===== src/rtl/mkwd_pkg.sv =====
// Shared types and constants for the keystream word decryptor.
// No dependencies; used by mkwd_gen and minstd_keystream_word_decrypt.
package mkwd_pkg;

    localparam int unsigned WORD_W   = 32;
    localparam int unsigned CNT_W    = 30;
    localparam int unsigned VB_W     = 3;
    localparam int unsigned B_W      = 17;
    localparam int unsigned CFG_IDX_W = 1;

    // Schrage-form generator constants
    localparam logic [WORD_W-1:0] KS_MUL = 32'h5E47_89C9;
    localparam logic [WORD_W-1:0] KS_Q   = 32'h0000_ADC8;
    localparam logic [WORD_W-1:0] KS_A   = 32'h0000_BC8F;
    localparam logic [WORD_W-1:0] KS_R   = 32'h0000_0D47;
    localparam logic [WORD_W-1:0] KS_FIX = 32'h7FFF_FFFF;
    localparam int unsigned       KS_SHIFT = 46;

    // Configuration register indexes
    localparam logic [CFG_IDX_W-1:0] REG_BUFFER_OFFSET = 1'b0;
    localparam logic [CFG_IDX_W-1:0] REG_BUFFER_LENGTH = 1'b1;

    // Sub-steps of one generator step on the shared multiplier
    typedef enum logic [2:0] {
        PH_MULB,
        PH_T,
        PH_C,
        PH_R,
        PH_FIX
    } t_phase;

    typedef struct packed {
        logic   load;
        logic   run;
        t_phase phase;
    } t_gen_ctrl;

endpackage


===== src/rtl/mkwd_gen.sv =====
// Keystream generator datapath: one shared 32x32 multiplier stepped through
// the Schrage sub-steps by the sequencer in the top level. Uses mkwd_pkg.
module mkwd_gen (
    input  logic                          i_clk,
    input  mkwd_pkg::t_gen_ctrl           i_ctrl,
    input  logic [mkwd_pkg::WORD_W-1:0]   i_seed,
    output logic [mkwd_pkg::WORD_W-1:0]   o_ks
);

    logic [mkwd_pkg::WORD_W-1:0]   r_key;
    logic [mkwd_pkg::B_W-1:0]      r_b;
    logic [mkwd_pkg::WORD_W-1:0]   r_t;
    logic [mkwd_pkg::WORD_W-1:0]   r_c;
    logic [mkwd_pkg::WORD_W-1:0]   r_ks;

    logic [mkwd_pkg::WORD_W-1:0]   mul_a;
    logic [mkwd_pkg::WORD_W-1:0]   mul_b;
    logic [2*mkwd_pkg::WORD_W-1:0] prod;
    logic [mkwd_pkg::WORD_W-1:0]   key_fixed;
    logic [mkwd_pkg::WORD_W-1:0]   b_ext;

    assign b_ext = {{(mkwd_pkg::WORD_W-mkwd_pkg::B_W){1'b0}}, r_b};

    // operand select for the shared multiplier
    always_comb begin
        mul_a = r_key;
        mul_b = mkwd_pkg::KS_MUL;
        case (i_ctrl.phase)
            mkwd_pkg::PH_MULB: begin
                mul_a = r_key;
                mul_b = mkwd_pkg::KS_MUL;
            end
            mkwd_pkg::PH_T: begin
                mul_a = b_ext;
                mul_b = mkwd_pkg::KS_Q;
            end
            mkwd_pkg::PH_C: begin
                mul_a = b_ext;
                mul_b = mkwd_pkg::KS_R;
            end
            mkwd_pkg::PH_R: begin
                mul_a = r_t;
                mul_b = mkwd_pkg::KS_A;
            end
            default: begin
                mul_a = r_key;
                mul_b = mkwd_pkg::KS_MUL;
            end
        endcase
    end

    assign prod = mul_a * mul_b;

    // zero or negative result wraps back into range
    assign key_fixed = ((r_key == '0) || r_key[mkwd_pkg::WORD_W-1])
                     ? r_key + mkwd_pkg::KS_FIX : r_key;

    always_ff @(posedge i_clk) begin
        if (i_ctrl.load) begin
            r_key <= i_seed;
        end else if (i_ctrl.run) begin
            case (i_ctrl.phase)
                mkwd_pkg::PH_MULB: r_b   <= prod[mkwd_pkg::KS_SHIFT +: mkwd_pkg::B_W];
                mkwd_pkg::PH_T:    r_t   <= r_key - prod[mkwd_pkg::WORD_W-1:0];
                mkwd_pkg::PH_C:    r_c   <= prod[mkwd_pkg::WORD_W-1:0];
                mkwd_pkg::PH_R:    r_key <= prod[mkwd_pkg::WORD_W-1:0] - r_c;
                mkwd_pkg::PH_FIX: begin
                    r_key <= key_fixed;
                    r_ks  <= {r_ks[mkwd_pkg::WORD_W-9:0], key_fixed[7:0]};
                end
                default: r_key <= r_key;
            endcase
        end
    end

    assign o_ks = r_ks;

endmodule


===== src/rtl/minstd_keystream_word_decrypt.sv =====
// Keystream word decryptor top level: config registers, word counter,
// sequencer and output register. Uses mkwd_pkg and mkwd_gen.
// A word inside the buffer runs 4 generator steps of 5 sub-steps each on the
// one shared multiplier, then its result is loaded into the output register
// from ST_DONE; a word beyond the buffer goes from ST_IDLE straight to ST_DONE.
// A new word is taken only once the last has left ST_DONE, which waits while a result stalls.
// Reset (synchronous, i_rst_n low): state, config registers, word counter and output valid cleared.
module minstd_keystream_word_decrypt (
    input  logic                              i_clk,
    input  logic                              i_rst_n,
    input  logic                              i_cfg_wr_en,
    input  logic [mkwd_pkg::CFG_IDX_W-1:0]    i_cfg_addr,
    input  logic [mkwd_pkg::WORD_W-1:0]       i_cfg_wr_data,
    input  logic                              i_valid,
    output logic                              o_ready,
    input  logic [mkwd_pkg::WORD_W-1:0]       i_data_word,
    input  logic                              i_first_word,
    output logic                              o_valid,
    input  logic                              i_ready,
    output logic [mkwd_pkg::WORD_W-1:0]       o_plain_word,
    output logic [mkwd_pkg::VB_W-1:0]         o_valid_bytes,
    output logic                              o_last_word
);

    typedef enum logic [1:0] {
        ST_IDLE,
        ST_RUN,
        ST_DONE
    } t_state;

    t_state                         r_state;
    mkwd_pkg::t_phase               r_phase;
    logic [1:0]                     r_step;
    logic [mkwd_pkg::WORD_W-1:0]    r_offset;
    logic [mkwd_pkg::WORD_W-1:0]    r_length;
    logic [mkwd_pkg::CNT_W-1:0]     r_word_cnt;
    logic [mkwd_pkg::WORD_W-1:0]    r_data;
    logic [mkwd_pkg::VB_W-1:0]      r_vbytes;
    logic                           r_last;
    logic                           r_out_valid;
    logic [mkwd_pkg::WORD_W-1:0]    r_out_plain;
    logic [mkwd_pkg::VB_W-1:0]      r_out_vbytes;
    logic                           r_out_last;

    logic                           in_xfer;
    logic                           out_free;
    logic [mkwd_pkg::CNT_W-1:0]     n_word;
    logic [mkwd_pkg::WORD_W:0]      start_ext;
    logic [mkwd_pkg::WORD_W:0]      len_ext;
    logic [mkwd_pkg::WORD_W:0]      rem;
    logic [mkwd_pkg::WORD_W+1:0]    end_ext;
    logic [mkwd_pkg::VB_W-1:0]      n_vbytes;
    logic                           n_last;
    logic [mkwd_pkg::WORD_W-1:0]    seed;
    logic [mkwd_pkg::WORD_W-1:0]    ks;
    logic [mkwd_pkg::WORD_W-1:0]    mask;
    mkwd_pkg::t_gen_ctrl            gen_ctrl;

    assign o_ready  = (r_state == ST_IDLE);
    assign in_xfer  = i_valid && o_ready;
    assign out_free = !r_out_valid || i_ready;

    // word position and byte count for the incoming item
    assign n_word    = i_first_word ? '0 : r_word_cnt;
    assign start_ext = {1'b0, n_word, 2'b00};
    assign len_ext   = {1'b0, r_length};
    assign rem       = len_ext - start_ext;
    assign end_ext   = {2'b00, n_word, 2'b00} + (mkwd_pkg::WORD_W+2)'(4);
    assign n_last    = end_ext >= {1'b0, len_ext};
    assign seed      = (r_length ^ r_offset) + {{(mkwd_pkg::WORD_W-mkwd_pkg::CNT_W){1'b0}}, n_word};

    always_comb begin
        if (start_ext >= len_ext) begin
            n_vbytes = '0;
        end else if (rem[mkwd_pkg::WORD_W:2] != '0) begin
            n_vbytes = 3'd4;
        end else begin
            n_vbytes = rem[mkwd_pkg::VB_W-1:0];
        end
    end

    always_comb begin
        case (r_vbytes)
            3'd0:    mask = 32'h0000_0000;
            3'd1:    mask = 32'h0000_00FF;
            3'd2:    mask = 32'h0000_FFFF;
            3'd3:    mask = 32'h00FF_FFFF;
            default: mask = 32'hFFFF_FFFF;
        endcase
    end

    assign gen_ctrl.load  = in_xfer;
    assign gen_ctrl.run   = (r_state == ST_RUN);
    assign gen_ctrl.phase = r_phase;

    mkwd_gen u_gen (
        .i_clk  (i_clk),
        .i_ctrl (gen_ctrl),
        .i_seed (seed),
        .o_ks   (ks)
    );

    always_ff @(posedge i_clk) begin
        if (!i_rst_n) begin
            r_state     <= ST_IDLE;
            r_phase     <= mkwd_pkg::PH_MULB;
            r_step      <= '0;
            r_offset    <= '0;
            r_length    <= '0;
            r_word_cnt  <= '0;
            r_out_valid <= 1'b0;
        end else begin
            if (i_cfg_wr_en) begin
                unique case (i_cfg_addr)
                    mkwd_pkg::REG_BUFFER_OFFSET: r_offset <= i_cfg_wr_data;
                    mkwd_pkg::REG_BUFFER_LENGTH: r_length <= i_cfg_wr_data;
                    default: ;
                endcase
            end

            // a new result loaded in ST_DONE takes the place of the one leaving
            if (r_out_valid && i_ready && (r_state != ST_DONE)) begin
                r_out_valid <= 1'b0;
            end

            unique case (r_state)
                ST_IDLE: begin
                    if (in_xfer) begin
                        r_data     <= i_data_word;
                        r_vbytes   <= n_vbytes;
                        r_last     <= n_last;
                        r_word_cnt <= n_word + 1'b1;
                        r_phase    <= mkwd_pkg::PH_MULB;
                        r_step     <= '0;
                        // nothing to generate for a word beyond the buffer
                        r_state    <= (n_vbytes == '0) ? ST_DONE : ST_RUN;
                    end
                end
                ST_RUN: begin
                    unique case (r_phase)
                        mkwd_pkg::PH_MULB: r_phase <= mkwd_pkg::PH_T;
                        mkwd_pkg::PH_T:    r_phase <= mkwd_pkg::PH_C;
                        mkwd_pkg::PH_C:    r_phase <= mkwd_pkg::PH_R;
                        mkwd_pkg::PH_R:    r_phase <= mkwd_pkg::PH_FIX;
                        default: begin
                            r_phase <= mkwd_pkg::PH_MULB;
                            r_step  <= r_step + 1'b1;
                            if (r_step == 2'd3) begin
                                r_state <= ST_DONE;
                            end
                        end
                    endcase
                end
                ST_DONE: begin
                    if (out_free) begin
                        r_out_valid  <= 1'b1;
                        r_out_plain  <= r_data ^ (ks & mask);
                        r_out_vbytes <= r_vbytes;
                        r_out_last   <= r_last;
                        r_state      <= ST_IDLE;
                    end
                end
                default: r_state <= ST_IDLE;
            endcase
        end
    end

    assign o_valid       = r_out_valid;
    assign o_plain_word  = r_out_plain;
    assign o_valid_bytes = r_out_vbytes;
    assign o_last_word   = r_out_last;

endmodule


===== config.mk =====
export PLATFORM = sky130hd
export DESIGN_NAME = minstd_keystream_word_decrypt
export DESIGN_NICKNAME = d
export VERILOG_FILES = /design/src/rtl/mkwd_pkg.sv /design/src/rtl/mkwd_gen.sv /design/src/rtl/minstd_keystream_word_decrypt.sv
export SDC_FILE = /design/constraint.sdc
export NUM_CORES = 2
export LEC_CHECK = 0
export BUFFER_PORTS_ARGS = -buffer_cell sky130_fd_sc_hd__buf_2
export CAP_MARGIN = 30
export CORE_MARGIN = 1
export CORE_UTILIZATION = 35
export CTS_CLUSTER_DIAMETER = 60
export DETAILED_ROUTE_END_ITERATION = 12
export SETUP_SLACK_MARGIN = 0.2
export SYNTH_ARGS = -nofsm -noshare
export SYNTH_HDL_FRONTEND = slang
export SYNTH_SLANG_ARGS = --single-unit

===== constraint.sdc =====
create_clock -name i_clk -period 12 [get_ports i_clk]
set_input_delay 2.4 -clock i_clk [delete_from_list [all_inputs] [get_ports i_clk]]
set_output_delay 2.4 -clock i_clk [all_outputs]
set_load 0.005 [all_outputs]

== After elaboration in Yosys (flattened, before gate mapping) ==
Cells that the tools add are included.
Storage, ports and cells
  word-level logic and storage cells: 107
  output and inout bits: 38
  bits in registers: 319
  input port bits: 71
Operators by class
  equal/unequal tests: 16
  order comparisons: 2
  multiplexer cells: 25
  $add $sub $neg: 8
  multiply operators: 1
  bitwise gates (word level): 5
  reduce and logical (&&, ||, !) cells: 31
Operators with widths (count)
  $pmux 32 s2: 2
  $pmux 32 s4: 1
  $mux 32: 3
  $pmux 31 s3: 1
  $sub 32x32->32: 2
  $xor 32x32->32: 2
  $mul 32x31->63: 1
  $add 32x3->33 const B: 1
  $ge 33x32->1: 1
  $sub 32x32->33: 1
  $add 32x30->32: 1
  $add 32x31->32 const B: 1
  $and 32x32->32: 1
  $ge 32x32->1: 1
  $logic_not 32->1: 1
  $reduce_bool 31->1: 1
  $add 30x1->30 const B: 1
  $mux 30: 1
  $reduce_and 3->1: 8
  $mux 2: 7
  $eq 3x2->1 const B: 4
  $pmux 3 s4: 1
  $reduce_and 2->1: 5
  $logic_not 3->1: 3
  23 further kinds: 37

== Longest topological paths before layout ==
  depth in word-level cells: 9
  gate-level depth with buffers: 43
  depth with buffers taken out: 41

== Hierarchy ==
A second synthesis with hierarchy kept.
Second synthesis, totals
  cells, all modules: 4473
  area total of the unflattened synthesis: 42096.6 µm²
By module, submodules not included
  mkwd_gen: area an instance 30417.9 µm², sequential area each 4354.2 µm², times used 1, cells an instance 3103
  minstd_keystream_word_decrypt: area an instance 11678.7 µm², sequential area each 4204.0 µm², times used 1, cells an instance 1370

== Worst setup path after synthesis ==
OpenSTA, ideal clock, no wires.
  path type: reg2reg
  start: register r_phase[0]
  end: register u_gen.r_t[31] (netlist name) (data pin)
  setup slack: 2.035 ns
  stages on the path, launching flop included: 42
  required time: 11.740 ns
  buffers on the path: 2
  arrival: 9.705 ns
  period minus slack after synthesis: 9.965 ns
  library setup time: 0.260 ns
  path through: dfxtp_1 > clkbuf_1 > nand2b_1 > or2_2 > o21ai_1 > clkbuf_1 > a21oi_1 > nand2_1 > o21ai_0 > fa_1 > inv_1 > fa_1 > fa_1 > inv_1 > fa_1 > inv_1 > fa_1 > inv_1 > [... 6 more ...] > nand2_1 > or3_1 > o211ai_2 > a21oi_1 > o21bai_1 > a21oi_1 > xnor2_1 > inv_1 > ha_1 > a21o_1 > a21oi_1 > nor2b_1 > a31o_2 > a41o_1 > o41ai_1 > o2111ai_1 > a21oi_1 > xnor2_1
On the way
  cells in the longest elaborated chain, start to end: 5
  elaborated cells between the ends (all ways): 8
  those cells by class: 1 x add/sub; 1 x mul; 3 x eq/ne; 2 x mux; 1 x reduce/logical
RTL lines
  start, declared: line minstd_keystream_word_decrypt.sv:32  | mkwd_pkg::t_phase r_phase;
  start signal, assigned: line minstd_keystream_word_decrypt.sv:106  | r_phase <= mkwd_pkg::PH_MULB;
  start signal, assigned: line minstd_keystream_word_decrypt.sv:133  | r_phase <= mkwd_pkg::PH_MULB;
  start signal, assigned: line minstd_keystream_word_decrypt.sv:141  | mkwd_pkg::PH_MULB: r_phase <= mkwd_pkg::PH_T;
  $eq 3x1->1 or $eq 3x2->1 (tied branches): line mkwd_gen.sv:28  | case (i_ctrl.phase)
  $reduce_or 2->1 (no source line)
  $pmux 32 s2: line mkwd_gen.sv:28
  $mul 32x31->63 *: line mkwd_gen.sv:52  | assign prod = mul_a * mul_b;
  net u_gen.prod, one bit: line mkwd_gen.sv:18  | logic [2*mkwd_pkg::WORD_W-1:0] prod;
  $sub 32x32->32 *: line mkwd_gen.sv:64  | mkwd_pkg::PH_T: r_t <= r_key - prod[mkwd_pkg::WORD_W-1:0];
  end signal, assigned: line mkwd_gen.sv:64
  end, declared: line mkwd_gen.sv:12  | logic [mkwd_pkg::WORD_W-1:0] r_t;
The timed path passes the listed nets; every way through them passes the cells marked *.
A chain may end at the register's enable or synchronous reset.

== Worst setup path after layout ==
  start: register r_phase[2]
  end: register u_gen.r_t[31] (netlist name) (data pin)
Same word-level chain as after synthesis.

==> results.tsv <==
metric	value	unit
yosysUniqueCellTypes	88	
die_h	347	µm
worst_pin_slew	1.04	ns
hold_violations	0	
drt-wirelength-per-cell	19.8	µm
drc	0	
worst_slack	0.964	ns
max_cap_viol_count	0	
postSynthAreaPerCell	9.52	µm²
nets	5612	
layout_commonest_cell	inv_1	
worst_hold_startpoint	r_last	
grt_usage	20.1	%
place_congestion	0.971	
synth_area	41800	µm²
start_kind	flip-flop	
max_freq	90.6	MHz
crit_arrival	11.33	ns
cts_buffer_depth	3	
syn_to_final_growth	8.85	%
synth_top_area_share	24.9	%
worstHoldPathCells	0	
synth_largest_area_cell	fa_1	
ys_seq_elements	319	
clkSlewWorstSetupHoldPaths	0.06	ns
ant_nets	0	
postSynthCellCount	4386	
outcome	finished clean	
place_inst	5955	
finalSetupViolations	0	
synth_fp_nets	5538	
port_buffers	108	
crit_fanout	17	
fp-row-count	126	
relSlewSlack	30.3	%
htree_levels	2	
cts_tree	done	
seq_area	8560	µm²
crit_top_cell	fa_1	
cp_slowest_cell	dfxtp_1	
clock_latency	0.57	ns
detail_route.first_pass.iterations	5	
gr-total-overflow	0	
drive_above_1_share	5.73	%
multi_input_area	29700	µm²
stdcell_count	6026	
post_cts_buffers	0	
wl	119	mm
synth-edff-count	217	
vias_per_cell	5.05	
reg2reg_depth	39	
root_buffer	clkbuf_16	
hold_end	o_last_word	
r2r-end	u_gen.r_t[31]	
core_area	118000	µm²
cts_buffers	39	
grt_max_degree	86	
numClockSinks	319	
ioPinCount	109	
worstSetupPathType	reg2reg	
min_path_type	reg2reg	
fin_crit	11.04	ns
vias	30400	
r2r_slack	0.96	ns
fin_setup_tns	0	ns
grt_pass1_vias	31600	
crit_path_end_kind	flip-flop	
critPathBufInv	6	
critPathMaxStageDelay	0.61	ns
fin_skew	0.0222	ns
synthTopCellsByArea	fa_1 (25%), ha_1 (17%), edfxtp_1 (16%)	
grt_pass1_wl	187	mm
synth_ff_type	edfxtp_1	
n_fill_cell	11900	
start_util	35.3	%
critPathTopFamily	adder cells	
hpwlAfterDp	103	mm
dieArea	121000	µm²
fin_crit_sh	92.0	%
first_iter_violations	2014	
required	12.30	ns
postCtsHoldBufs	0	
final-max-slew-violation-count	0	
dieWidth	347	µm
r2r-start	r_phase[2]	
ctsResizeCount	0	
ys_seq_area_share	20.5	%
antenna_found_initial	3	
synth_async_sr_flop_share	0	%
place_ws	1.22	ns
rsz0062_at_grt	false	
mostFrequentLayoutCells	inv_1 (852), ha_1 (561), fa_1 (520), nand2_1 (375), nor2_1 (261)	
yosysWarnings	0	
-- final cells by class --
| class | instances | share of cell area [%] |
|---|---|---|
| Multi-Input combinational cell | 3114 | 65.3 |
| Sequential cell | 319 | 18.8 |
| Inverter | 852 | 7.04 |
| Tap cell | 1536 | 4.23 |
| Clock buffer | 48 | 2.34 |
| Timing Repair Buffer | 134 | 1.64 |
| Clock inverter | 22 | 0.677 |
| Antenna cell | 1 | 0.00551 |
-- worst max path at each step --
stage                         end  slack, ns  cells past startpoint  startpoint
floorplan           u_gen.r_t[31]       2.04                     41  r_phase[0]
global placement    u_gen.r_t[31]       1.27                     40  r_phase[2]
detailed placement  u_gen.r_t[31]       1.22                     39  r_phase[2]
CTS                 u_gen.r_t[31]       1.13                     40  r_phase[2]
global route        u_gen.r_t[31]       0.35                     39  r_phase[2]
finish              u_gen.r_t[31]       0.96                     39  r_phase[2]
-- state kept, by name, summed over array words and instances, names as in the netlist, 3 cells and up --
name           cells
o_valid_bytes      3
r_phase            3
r_word_cnt        30
r_vbytes           3
r_offset          32
r_length          32
u_gen.r_c         32
r_data            32
u_gen.r_key       32
u_gen.r_t         32
u_gen.o_ks        32
o_plain_word      32
u_gen.r_b         17
-- kinds of logic (layout without fill, tap and decap cells) --
group | after synthesis | in the layout | synth area share (%)
simple gates | 1050 | 1050 | 11.9
mux | 10 | 10 | 0.243
compound gates | 714 | 714 | 11.6
buf+inv | 953 | 1056 | 8.57
xor+xnor | 259 | 259 | 5.43
fa+ha+maj | 1081 | 1081 | 41.7
flops | 319 | 319 | 20.5
other cells | 0 | 1 | 0
-- synthesized netlist by cell type (100+ instances only) --
cell type    n
nor2_1     264
inv_1      852
nand2_1    376
o21ai_0    116
a21oi_1    171
a21o_1     100
edfxtp_1   217
xor2_1     108
xnor2_1    151
fa_1       520
dfxtp_1    102
ha_1       561
-- layer usage --
layer | vias up | GRT usage (%) | wire length [µm]
met5 | - | 0 | 0
met4 | 0 | 5.27 | 3290
met3 | 146 | 2.70 | 6160
met2 | 742 | 33.6 | 56000
met1 | 15000 | 27.2 | 54000
li1 | 14600 | - | -
-- metrics by stage --
stage          util, %  hold WS, ns  cell area (µm²)
4_1_cts           38.4        0.423            45500
2_1_floorplan        -        0.400            41800
6_report          38.4        0.423            45500
5_1_grt           38.4        0.443            45500
3_3_place_gp      37.3        0.408            44100
3_5_place_dp      37.3        0.409            44100
Power is left out: the tool's default activity adds up to more than one toggle a clock period on the data nets, which glitch-free logic cannot reach.
